<file path="src/hw/rtl/fet_pkg.sv">
// Shared constants and types for the escape-time fractal point evaluator.
package fet_pkg;

    // Multiplier limb width: the shared unit is one LIMB_W x LIMB_W multiplier
    localparam int LIMB_W = 32;

    // Fixed field widths
    localparam int ITER_W     = 16;
    localparam int RADIUS_W   = 31;
    localparam int COLOR_W    = 8;
    localparam int CFG_IDX_W  = 2;
    localparam int CFG_DATA_W = 32;

    // Color mapping shifts (4n and 8n)
    localparam int RED_SHIFT   = 2;
    localparam int GREEN_SHIFT = 3;

    // Configuration register indexes
    typedef logic [CFG_IDX_W-1:0] cfg_idx_t;
    localparam cfg_idx_t CFG_MAX_ITER = 2'd0;
    localparam cfg_idx_t CFG_RADIUS   = 2'd1;

    // Configuration reset values
    localparam logic [ITER_W-1:0]   MAX_ITER_RESET = 16'd1000;
    localparam logic [RADIUS_W-1:0] RADIUS_RESET   = 31'd1073741824;

    // Which product the shared multiplier is forming
    typedef logic [1:0] op_t;
    localparam op_t OP_XX = 2'd0;
    localparam op_t OP_YY = 2'd1;
    localparam op_t OP_XY = 2'd2;

endpackage

</file>
<file path="src/hw/rtl/fractal_escape_time.sv">
// Escape-time fractal point evaluator (Mandelbrot / Burning Ship), top level.
//
//  channel | direction | signals                                   | transfers
//  --------+-----------+-------------------------------------------+----------------------
//  s_      | in        | s_valid s_ready s_mode s_c_real s_c_imag  | one point
//  m_      | out       | m_valid m_ready m_iter_count m_escaped    | one result per point
//          |           | m_red m_green m_blue                      |
//  cfg_    | in        | cfg_valid cfg_ready cfg_index cfg_data    | one register write
//
//  Every product goes through one shared LIMB_W x LIMB_W multiplier, NL*NL partial
//  products per product, NL = ceil(COORD_WIDTH / LIMB_W). A product is loaded, then built
//  one limb pair at a time, then scaled and saturated. One iteration forms x*x and y*y,
//  runs the bound test, forms x*y and ends with two add steps.
//  s_ready is high only while idle; a finished result waits in the output register
//  and the next point is taken while it is stalled. Reset is synchronous, active low.
module fractal_escape_time #(
    parameter int FRAC_BITS   = 28,
    parameter int COORD_WIDTH = 32
) (
    input  logic                              aclk,
    input  logic                              aresetn,
    // point input
    input  logic                              s_valid,
    output logic                              s_ready,
    input  logic                              s_mode,
    input  logic signed [COORD_WIDTH-1:0]     s_c_real,
    input  logic signed [COORD_WIDTH-1:0]     s_c_imag,
    // result output
    output logic                              m_valid,
    input  logic                              m_ready,
    output logic [fet_pkg::ITER_W-1:0]        m_iter_count,
    output logic                              m_escaped,
    output logic [fet_pkg::COLOR_W-1:0]       m_red,
    output logic [fet_pkg::COLOR_W-1:0]       m_green,
    output logic [fet_pkg::COLOR_W-1:0]       m_blue,
    // configuration writes
    input  logic                              cfg_valid,
    output logic                              cfg_ready,
    input  fet_pkg::cfg_idx_t                 cfg_index,
    input  logic [fet_pkg::CFG_DATA_W-1:0]    cfg_data
);

    localparam int CW        = COORD_WIDTH;
    localparam int LW        = fet_pkg::LIMB_W;
    localparam int NL        = (CW + LW - 1) / LW;
    localparam int MW        = NL * LW;
    localparam int AW        = 2 * MW;
    localparam int MUL_STEPS = NL * NL;
    localparam int CNT_W     = $clog2(MUL_STEPS + 1);
    localparam int CMPW      = (CW > fet_pkg::RADIUS_W) ? CW : fet_pkg::RADIUS_W;

    localparam logic [CW-1:0] FX_MAX = {1'b0, {(CW-1){1'b1}}};
    localparam logic [CW-1:0] FX_MIN = {1'b1, {(CW-1){1'b0}}};
    localparam logic [CW-1:0] ONE    = {{(CW-1){1'b0}}, 1'b1};

    // sequencer states
    localparam logic [3:0] S_IDLE  = 4'd0;
    localparam logic [3:0] S_TEST  = 4'd1;
    localparam logic [3:0] S_MLOAD = 4'd2;
    localparam logic [3:0] S_MUL   = 4'd3;
    localparam logic [3:0] S_MFIN  = 4'd4;
    localparam logic [3:0] S_CHK   = 4'd5;
    localparam logic [3:0] S_UPD1  = 4'd6;
    localparam logic [3:0] S_UPD2  = 4'd7;
    localparam logic [3:0] S_OUT   = 4'd8;

    // saturating add or subtract on CW-bit two's complement
    function automatic logic [CW-1:0] sat_addsub(input logic [CW-1:0] a,
                                                 input logic [CW-1:0] b,
                                                 input logic sub);
        logic [CW:0] ea;
        logic [CW:0] eb;
        logic [CW:0] s;
        ea = {a[CW-1], a};
        eb = {b[CW-1], b};
        s  = sub ? (ea - eb) : (ea + eb);
        if (s[CW] != s[CW-1]) begin
            return s[CW] ? FX_MIN : FX_MAX;
        end
        return s[CW-1:0];
    endfunction

    // magnitude, zero-extended to the limb grid
    function automatic logic [MW-1:0] magnitude(input logic [CW-1:0] a);
        logic [CW-1:0] t;
        t = a[CW-1] ? (~a + ONE) : a;
        return MW'(t);
    endfunction

    // absolute value, most negative maps to largest positive
    function automatic logic [CW-1:0] fx_abs(input logic [CW-1:0] a);
        if (a == FX_MIN) begin
            return FX_MAX;
        end
        return a[CW-1] ? (~a + ONE) : a;
    endfunction

    // control
    logic [3:0]                    state_reg, state_next;
    logic                          m_valid_reg, m_valid_next;
    logic [fet_pkg::ITER_W-1:0]    max_iter_reg, max_iter_next;
    logic [fet_pkg::RADIUS_W-1:0]  radius_reg, radius_next;
    // datapath
    logic                          ship_reg, ship_next;
    logic [CW-1:0]                 cr_reg, cr_next;
    logic [CW-1:0]                 ci_reg, ci_next;
    logic [CW-1:0]                 x_reg, x_next;
    logic [CW-1:0]                 y_reg, y_next;
    logic [CW-1:0]                 xx_reg, xx_next;
    logic [CW-1:0]                 yy_reg, yy_next;
    logic [CW-1:0]                 xy_reg, xy_next;
    logic [fet_pkg::ITER_W-1:0]    n_reg, n_next;
    logic                          esc_reg, esc_next;
    fet_pkg::op_t                  op_reg, op_next;
    // shared multiplier
    logic [MW-1:0]                 a_mag_reg, a_mag_next;
    logic [MW-1:0]                 b_mag_reg, b_mag_next;
    logic                          neg_reg, neg_next;
    logic [CNT_W-1:0]              cnt_reg, cnt_next;
    logic [2*LW-1:0]               pp_reg, pp_next;
    logic [CNT_W-1:0]              pos_reg, pos_next;
    logic [AW-1:0]                 acc_reg, acc_next;
    // output register
    logic [fet_pkg::ITER_W-1:0]    out_cnt_reg, out_cnt_next;
    logic                          out_esc_reg, out_esc_next;
    logic [fet_pkg::COLOR_W-1:0]   out_red_reg, out_red_next;
    logic [fet_pkg::COLOR_W-1:0]   out_green_reg, out_green_next;

    // combinational helpers
    logic [LW-1:0]                 a_limb;
    logic [LW-1:0]                 b_limb;
    logic [AW-1:0]                 quot;
    logic                          prod_big;
    logic [CW-1:0]                 prod_mag;
    logic [CW-1:0]                 prod_res;
    logic [CW-1:0]                 m2;
    logic                          escape_hit;

    assign s_ready   = (state_reg == S_IDLE);
    assign cfg_ready = 1'b1;

    // limb pick for the current partial product
    assign a_limb = LW'(a_mag_reg >> (LW * (cnt_reg / NL)));
    assign b_limb = LW'(b_mag_reg >> (LW * (cnt_reg % NL)));

    // scale, sign and saturate the finished product
    assign quot     = acc_reg >> FRAC_BITS;
    assign prod_big = |quot[AW-1:CW-1];
    assign prod_mag = quot[CW-1:0];
    always_comb begin
        if (prod_big) begin
            prod_res = neg_reg ? FX_MIN : FX_MAX;
        end else begin
            prod_res = neg_reg ? (~prod_mag + ONE) : prod_mag;
        end
    end

    // bound test on |z|^2
    assign m2         = sat_addsub(xx_reg, yy_reg, 1'b0);
    assign escape_hit = CMPW'(m2) > CMPW'(radius_reg);

    // sequencer
    always_comb begin
        state_next     = state_reg;
        m_valid_next   = m_valid_reg;
        max_iter_next  = max_iter_reg;
        radius_next    = radius_reg;
        ship_next      = ship_reg;
        cr_next        = cr_reg;
        ci_next        = ci_reg;
        x_next         = x_reg;
        y_next         = y_reg;
        xx_next        = xx_reg;
        yy_next        = yy_reg;
        xy_next        = xy_reg;
        n_next         = n_reg;
        esc_next       = esc_reg;
        op_next        = op_reg;
        a_mag_next     = a_mag_reg;
        b_mag_next     = b_mag_reg;
        neg_next       = neg_reg;
        cnt_next       = cnt_reg;
        pp_next        = pp_reg;
        pos_next       = pos_reg;
        acc_next       = acc_reg;
        out_cnt_next   = out_cnt_reg;
        out_esc_next   = out_esc_reg;
        out_red_next   = out_red_reg;
        out_green_next = out_green_reg;

        // configuration writes
        if (cfg_valid) begin
            case (cfg_index)
                fet_pkg::CFG_MAX_ITER: max_iter_next = cfg_data[fet_pkg::ITER_W-1:0];
                fet_pkg::CFG_RADIUS:   radius_next   = cfg_data[fet_pkg::RADIUS_W-1:0];
                default: ;
            endcase
        end

        // result drains
        if (m_valid_reg && m_ready) begin
            m_valid_next = 1'b0;
        end

        case (state_reg)
            S_IDLE: begin
                if (s_valid) begin
                    ship_next  = s_mode;
                    cr_next    = s_c_real;
                    ci_next    = s_c_imag;
                    x_next     = s_c_real;
                    y_next     = s_c_imag;
                    n_next     = '0;
                    state_next = S_TEST;
                end
            end
            S_TEST: begin
                if (n_reg < max_iter_reg) begin
                    op_next    = fet_pkg::OP_XX;
                    state_next = S_MLOAD;
                end else begin
                    esc_next   = 1'b0;
                    state_next = S_OUT;
                end
            end
            S_MLOAD: begin
                a_mag_next = magnitude(x_reg);
                b_mag_next = (op_reg == fet_pkg::OP_XX) ? magnitude(x_reg) : magnitude(y_reg);
                if (op_reg == fet_pkg::OP_YY) begin
                    a_mag_next = magnitude(y_reg);
                end
                neg_next   = (op_reg == fet_pkg::OP_XY) ? (x_reg[CW-1] ^ y_reg[CW-1]) : 1'b0;
                cnt_next   = '0;
                acc_next   = '0;
                state_next = S_MUL;
            end
            S_MUL: begin
                // multiply one limb pair, accumulate the previous one
                if (cnt_reg < CNT_W'(MUL_STEPS)) begin
                    pp_next  = (2*LW)'(a_limb) * (2*LW)'(b_limb);
                    pos_next = CNT_W'(cnt_reg / NL + cnt_reg % NL);
                end
                if (cnt_reg != '0) begin
                    acc_next = acc_reg + (AW'(pp_reg) << (LW * pos_reg));
                end
                if (cnt_reg == CNT_W'(MUL_STEPS)) begin
                    state_next = S_MFIN;
                end else begin
                    cnt_next = cnt_reg + CNT_W'(1);
                end
            end
            S_MFIN: begin
                case (op_reg)
                    fet_pkg::OP_XX: begin
                        xx_next    = prod_res;
                        op_next    = fet_pkg::OP_YY;
                        state_next = S_MLOAD;
                    end
                    fet_pkg::OP_YY: begin
                        yy_next    = prod_res;
                        state_next = S_CHK;
                    end
                    default: begin
                        xy_next    = prod_res;
                        state_next = S_UPD1;
                    end
                endcase
            end
            S_CHK: begin
                if (escape_hit) begin
                    esc_next   = 1'b1;
                    state_next = S_OUT;
                end else begin
                    if (ship_reg) begin
                        x_next = fx_abs(x_reg);
                        y_next = fx_abs(y_reg);
                    end
                    op_next    = fet_pkg::OP_XY;
                    state_next = S_MLOAD;
                end
            end
            S_UPD1: begin
                x_next     = sat_addsub(xx_reg, yy_reg, 1'b1);
                y_next     = sat_addsub(xy_reg, xy_reg, 1'b0);
                state_next = S_UPD2;
            end
            S_UPD2: begin
                x_next     = sat_addsub(x_reg, cr_reg, 1'b0);
                y_next     = sat_addsub(y_reg, ci_reg, 1'b0);
                n_next     = n_reg + fet_pkg::ITER_W'(1);
                state_next = S_TEST;
            end
            S_OUT: begin
                if (!m_valid_reg || m_ready) begin
                    out_cnt_next   = n_reg;
                    out_esc_next   = esc_reg;
                    out_red_next   = esc_reg ?
                        fet_pkg::COLOR_W'(n_reg << fet_pkg::RED_SHIFT) : '0;
                    out_green_next = esc_reg ?
                        fet_pkg::COLOR_W'(n_reg << fet_pkg::GREEN_SHIFT) : '0;
                    m_valid_next   = 1'b1;
                    state_next     = S_IDLE;
                end
            end
            default: begin
                state_next = S_IDLE;
            end
        endcase
    end

    // control registers
    always_ff @(posedge aclk) begin
        if (!aresetn) begin
            state_reg    <= S_IDLE;
            m_valid_reg  <= 1'b0;
            max_iter_reg <= fet_pkg::MAX_ITER_RESET;
            radius_reg   <= fet_pkg::RADIUS_RESET;
        end else begin
            state_reg    <= state_next;
            m_valid_reg  <= m_valid_next;
            max_iter_reg <= max_iter_next;
            radius_reg   <= radius_next;
        end
    end

    // datapath registers
    always_ff @(posedge aclk) begin
        ship_reg      <= ship_next;
        cr_reg        <= cr_next;
        ci_reg        <= ci_next;
        x_reg         <= x_next;
        y_reg         <= y_next;
        xx_reg        <= xx_next;
        yy_reg        <= yy_next;
        xy_reg        <= xy_next;
        n_reg         <= n_next;
        esc_reg       <= esc_next;
        op_reg        <= op_next;
        a_mag_reg     <= a_mag_next;
        b_mag_reg     <= b_mag_next;
        neg_reg       <= neg_next;
        cnt_reg       <= cnt_next;
        pp_reg        <= pp_next;
        pos_reg       <= pos_next;
        acc_reg       <= acc_next;
        out_cnt_reg   <= out_cnt_next;
        out_esc_reg   <= out_esc_next;
        out_red_reg   <= out_red_next;
        out_green_reg <= out_green_next;
    end

    assign m_valid      = m_valid_reg;
    assign m_iter_count = out_cnt_reg;
    assign m_escaped    = out_esc_reg;
    assign m_red        = out_red_reg;
    assign m_green      = out_green_reg;
    assign m_blue       = out_red_reg;

endmodule

</file>
<file path="config.mk">
export PLATFORM = sky130hd
export DESIGN_NAME = fractal_escape_time
export DESIGN_NICKNAME = d
export VERILOG_FILES = /design/src/hw/rtl/fet_pkg.sv /design/src/hw/rtl/fractal_escape_time.sv
export SDC_FILE = /design/constraint.sdc
export NUM_CORES = 2
export LEC_CHECK = 0
export BUFFER_PORTS_ARGS = -buffer_cell sky130_fd_sc_hd__buf_2
export CAP_MARGIN = 20
export CORE_UTILIZATION = 38
export DETAILED_ROUTE_END_ITERATION = 10
export GPL_TIMING_DRIVEN = 0
export RECOVER_POWER = 50
export SETUP_SLACK_MARGIN = 0.05
export SLEW_MARGIN = 15
export SYNTH_ARGS = -nofsm -noshare
export SYNTH_HDL_FRONTEND = slang
export SYNTH_SLANG_ARGS = --single-unit
</file>
<file path="constraint.sdc">
create_clock -name aclk -period 9.97 [get_ports aclk]
set_input_delay 1.994 -clock aclk [delete_from_list [all_inputs] [get_ports aclk]]
set_output_delay 1.994 -clock aclk [all_outputs]
set_load 0.005 [all_outputs]
</file>
# ---- Word-level counts from Yosys, hierarchy flattened
# Index checks and enable logic that the tools add are counted.
dict set report word_totals {
  reg_bits 524
  output_inout_bits 44
}
dict set report classes {
  n_addsub 11
  mul 1
  magnitude_cmp 3
  eq_ne 27
  n_shift 2
  muxes 74
  bitwise_logic 5
  n_reduce_logical 27
}
# op n
set ops {}
lappend ops {{$mux W32} 32}
lappend ops {{$pmux W32 S4} 2}
lappend ops {{$add A32 B32 Y33} 4}
lappend ops {{$pmux W64 S2} 1}
lappend ops {{$add A32 B1 Y32 const B} 3}
lappend ops {{$not A32 Y32} 3}
lappend ops {{$add A64 B64 Y64} 1}
lappend ops {{$eq A32 B32 Y1 const B} 2}
lappend ops {{$mul A32 B32 Y64} 1}
lappend ops {{$mux W64} 1}
lappend ops {{$shl A64 B6 Y64} 1}
lappend ops {{$pmux W4 S9} 1}
lappend ops {{$sub A32 B32 Y33} 1}
lappend ops {{$gt A32 B31 Y1} 1}
lappend ops {{$pmux W16 S2} 1}
lappend ops {{$shr A32 B6 Y32} 1}
lappend ops {{$mux W1} 23}
lappend ops {{$mux W4} 5}
lappend ops {{$reduce_and A2 Y1} 10}
lappend ops {{$ne A2 B2 Y1 const B} 9}
lappend ops {{$add A16 B1 Y16 const B} 1}
lappend ops {{$eq A4 B3 Y1 const B} 4}
lappend ops {{$lt A16 B16 Y1} 1}
lappend ops {{$mux W16} 1}
lappend ops {{26 further kinds} 40}

# ---- Depth between registers and ports, before layout
dict set report depth {
  ltp_word 11
  depth_mapped 30
  mapped_depth_nobuf 27
}

# ---- Worst setup path before layout
# Ideal clock, no wire load.
dict set report synth_path {
  kind {register to register}
  start {register xx_reg[11]}
  end {register x_reg[0], enable pin}
  setup_ps 507
  arrival_ps 8703
  required_time_ps 9463
  path_slack_ps 759
  path_stages_with_launch 27
  path_buffers 3
  synth_period_minus_slack_ps 9211
  path_cell_list {edfxtp_1 > ha_1 > clkbuf_1 > or4_1 > nor2_1 > nand2_1 > o31a_1 > a211oi_1 > nor4_1 > o41ai_1 > a21oi_1 > o21bai_1 > xnor2_1 > ha_1 > clkbuf_1 > nand2_1 > clkbuf_1 > o21a_1 > ha_1 > nand4_1 > nor4_1 > nand3_1 > or3_1 > nor3_1 > a21o_1 > a21oi_1 > a21oi_1}
}
dict set report synth_via {
  elab_chain_len 7
}
# item line
set synth_lines {}
lappend synth_lines {{start, declared} fractal_escape_time.sv:109} ;# logic [CW-1:0] xx_reg, xx_next;
lappend synth_lines {{start signal, assigned} fractal_escape_time.sv:333} ;# xx_reg <= xx_next;
lappend synth_lines {{$add A32 B32 Y33 *} --}
lappend synth_lines {{$mux W32 or $ne A1 B1 Y1 (tied branches)} {fractal_escape_time.sv:78, fractal_escape_time.sv:77}}
lappend synth_lines {{$mux W32 or $mux W1 (tied branches)} fractal_escape_time.sv:77} ;# if (s[CW] != s[CW-1]) begin
lappend synth_lines {{$mux W32 *} fractal_escape_time.sv:80} ;# return s[CW-1:0];
lappend synth_lines {{$gt A32 B31 Y1 *} fractal_escape_time.sv:160} ;# assign escape_hit = CMPW'(m2) > CMPW'(radius_reg);
lappend synth_lines {{$ne A2 B2 Y1 (no line) *} --}
lappend synth_lines {{$reduce_and A4 Y1 (no line) *} --}
lappend synth_lines {{end signal, assigned} fractal_escape_time.sv:331} ;# x_reg <= x_next;
lappend synth_lines {{end, declared} fractal_escape_time.sv:107} ;# logic [CW-1:0] x_reg, x_next;
# Mark *: on every way between the ends. The rest lies on a longest branch, timed or not. The select of a mux whose other input is x is not followed.
# A chain may end at the register's enable or synchronous reset.

# ---- Final worst setup path
dict set report layout_path {
  start {register cnt_reg}
  end {register pp_reg[62], data pin}
}
dict set report layout_via {
  elab_chain_len 2
}
# item line
set layout_lines {}
lappend layout_lines {{start, declared} fractal_escape_time.sv:119} ;# logic [CNT_W-1:0] cnt_reg, cnt_next;
lappend layout_lines {{start signal, assigned} fractal_escape_time.sv:342} ;# cnt_reg <= cnt_next;
lappend layout_lines {{$shr A32 B6 Y32} fractal_escape_time.sv:143} ;# assign a_limb = LW'(a_mag_reg >> (LW * (cnt_reg / NL)));
lappend layout_lines {{$mul A32 B32 Y64} fractal_escape_time.sv:240} ;# pp_next = (2*LW)'(a_limb) * (2*LW)'(b_limb);
lappend layout_lines {{end signal, assigned} fractal_escape_time.sv:343} ;# pp_reg <= pp_next;
lappend layout_lines {{end, declared} fractal_escape_time.sv:120} ;# logic [2*LW-1:0] pp_reg, pp_next;
# Every way passes these cells.

==> metrics.cfg <==
[clock_network]
cts_hold_buf = 0
clk_path_buf_depth = 3
clock-root-buffer = clkbuf_16
cts_sinks = 514
cts_tree = built
cts_made_buffers = 58
clk_pin_slew_ps = 60
insertion_delay_ps = 700
htreeDepth = 2

[global_routing]
grt_pass1_vias = 54400
grt_pass1_wl_microns = 367000
antenna_found_initial = 34
grt_max_degree = 35
track_usage_pct = 27.8
gr-total-overflow = 0

[sta]
hold_viol = 0
fmax_mhz = 103
setup_viol = 0
drv_slew = 103
clock_skew_ps = 74.0
timing.slew.headroom_pct = -66.1
holdWs_ps = 464
fin_crit_ps = 9670
setup_tns_ps = 0
tightest_slew_ps = 2490
setup_slack_ps = 302
min_period_over_period_pct = 97.0
rsz0062_at_grt = false

[synth]
yosysTopAreaCellShare_pct = 26.7
ys_async_sr_fraction_pct = 0
synth_common_cells = inv_1, fa_1, nand2_1
synth_area_leaders = fa_1, edfxtp_1, ha_1
synth_cell_types = 85
syn_area_sq_um = 67500
yosys_register_bits = 514
post-synth-top-count-cell = inv_1
netlist_instances = 7256
synth_top_area_cell = fa_1
syn_area_per_cell_sq_um = 9.30
yosys_warnings = 0
seq_area_frac_synth_pct = 22.1
synth_edf_count = 462
yosys_most_used_dff = edfxtp_1

[run_status]
status = finished, violations left
violations = DRC, capacitance limit, slew limit

[drt]
dr_total_vias = 54600
drc = 8
routed_via_density = 5.52
wire_per_inst_microns = 25.4
ant_nets = 0
finalWirelength_microns = 251000
dr.pass1.iters = 9
first_iter_violations = 5566

[pwr]
cellLeakagePower_nw = 32.2
ir_drop_v = 0.000496
p_per_area_nw_per_um2 = 280
power_mw = 20.6

[finish]
final_layout_size_suffix_gt1_share_pct = 4.99
layout.nets = 8995
area_growth_pct = 9.03
finalInstanceArea_sq_um = 73600

[place]
hpwl_microns = 211000
portBuffers = 138
place_ws_ps = -903
post_dp_cell_area_sq_um = 71500
routabilityCongestion = 1.01

[min_path]
hold_class = reg -> reg

[floorplan]
die_area_sq_um = 179000
rows = 154
core_sq_um = 176000
io_pins = 148
die_width_microns = 423
dieHeight_microns = 423
start_util_pct = 38.3

[critical_path]
start_kind = flip-flop
critPathKind = reg -> reg
critical_path_required_ps = 10380
cp.arrival_ps = 10080
worst-path-max-fanout = 10
setup.worst_path.end_class = flip-flop

[job]
maxCapViolations = 4

-- cells by family after synthesis --
| logic type | count (synthesis) | share of synthesized area [%] |
|---|---|---|
| xor gates and xnor gates | 303 | 3.93 |
| muxes | 44 | 0.712 |
| adders and majority gates | 1410 | 36.2 |
| other | 2 | 0.0111 |
| buffers and inverters | 1411 | 7.97 |
| DFF | 514 | 22.1 |
| AOI/OAI and AO/OA | 1311 | 12.4 |
| and+or+nand+nor | 2261 | 16.7 |
-- path summary, 6_finish.rpt --
path | end | depth (start not counted) | from | slack [ps]
min reg2reg | radius_reg[7] | 2 | radius_reg[7] | 460
max | pp_reg[62] | 24 | cnt_reg | 300
min | radius_reg[7] | 2 | radius_reg[7] | 460
max reg2reg | pp_reg[62] | 24 | cnt_reg | 300
-- where the power goes --
part,internal [mW],switching [mW],leakage (nW)
Clock,1.35,0.991,0.979
Sequential,3.04,0.114,4.71
Combinational,5.64,9.50,26.5
Total,10.0,10.6,32.2
-- worst max-delay path, stage by stage (launching register included) --
cell and delay (ps):
edfxtp_1 360, buf_4 190, nor2b_1 740, clkbuf_1 730, nand2_1 190, fa_1 550
fa_1 570, fa_1 480, fa_1 540, inv_1 50, fa_1 620, fa_1 460
fa_1 670, fa_1 480, ha_1 280, clkbuf_1 270, nand2_1 190, nor2b_1 200
nand4_1 120, o21ai_0 460, a31oi_1 320, or3_1 410, o21ai_0 210, a21oi_1 110
xnor2_1 150
-- stage by stage --
stage               cells  utilization (%)
global placement     9740             40.4
CTS                  9865             41.8
finish               9885             41.7
floorplan            7262                -
global route         9876             41.7
detailed placement   9758             40.6
-- layout by cell type (no fill, tap or decap), types with 54 or more instances in the layout --
cell and count:
nor2b_1 77, edfxtp_1 462, buf_2 80, nand2_1 797, xnor2_1 186, nand4_1 66, nor2_1 329, nor3_1 54
o21a_1 70, clkbuf_16 59, clkbuf_1 380, a21o_1 161, a21oi_1 368, xor2_1 117, and2_1 622, nand3_1 70
o21bai_1 54, inv_1 1011, fa_1 901, a21boi_0 57, ha_1 509, clkbuf_2 58, o21ai_0 293
-- repair_timing --
item,in CTS,in global routing
endpoints found under the hold margin,0,0
endpoints found under the setup margin,19,15
buffers inserted,0,1
resized for setup,74,66
-- layer usage --
layer	vias to the layer above	GRT usage [%]	share of wire (%)
li1	24200	-	-
met1	27500	39.5	44
met2	2391	42.1	43
met3	408	5.35	9.0
met4	12	9.50	4.0
met5	-	0	0.087
-- layout make-up --
type	count	area, sq um
antenna	17	42.5
buffer	398	1670
clock buffer	65	1510
clock inverter	42	526
fill	17500	103000
inverter	1013	3800
multi-input combinational	5337	47400
sequential	514	14900
tap	2340	2930
timing repair buffer	159	813
Power figures use the tool's default switching activity.
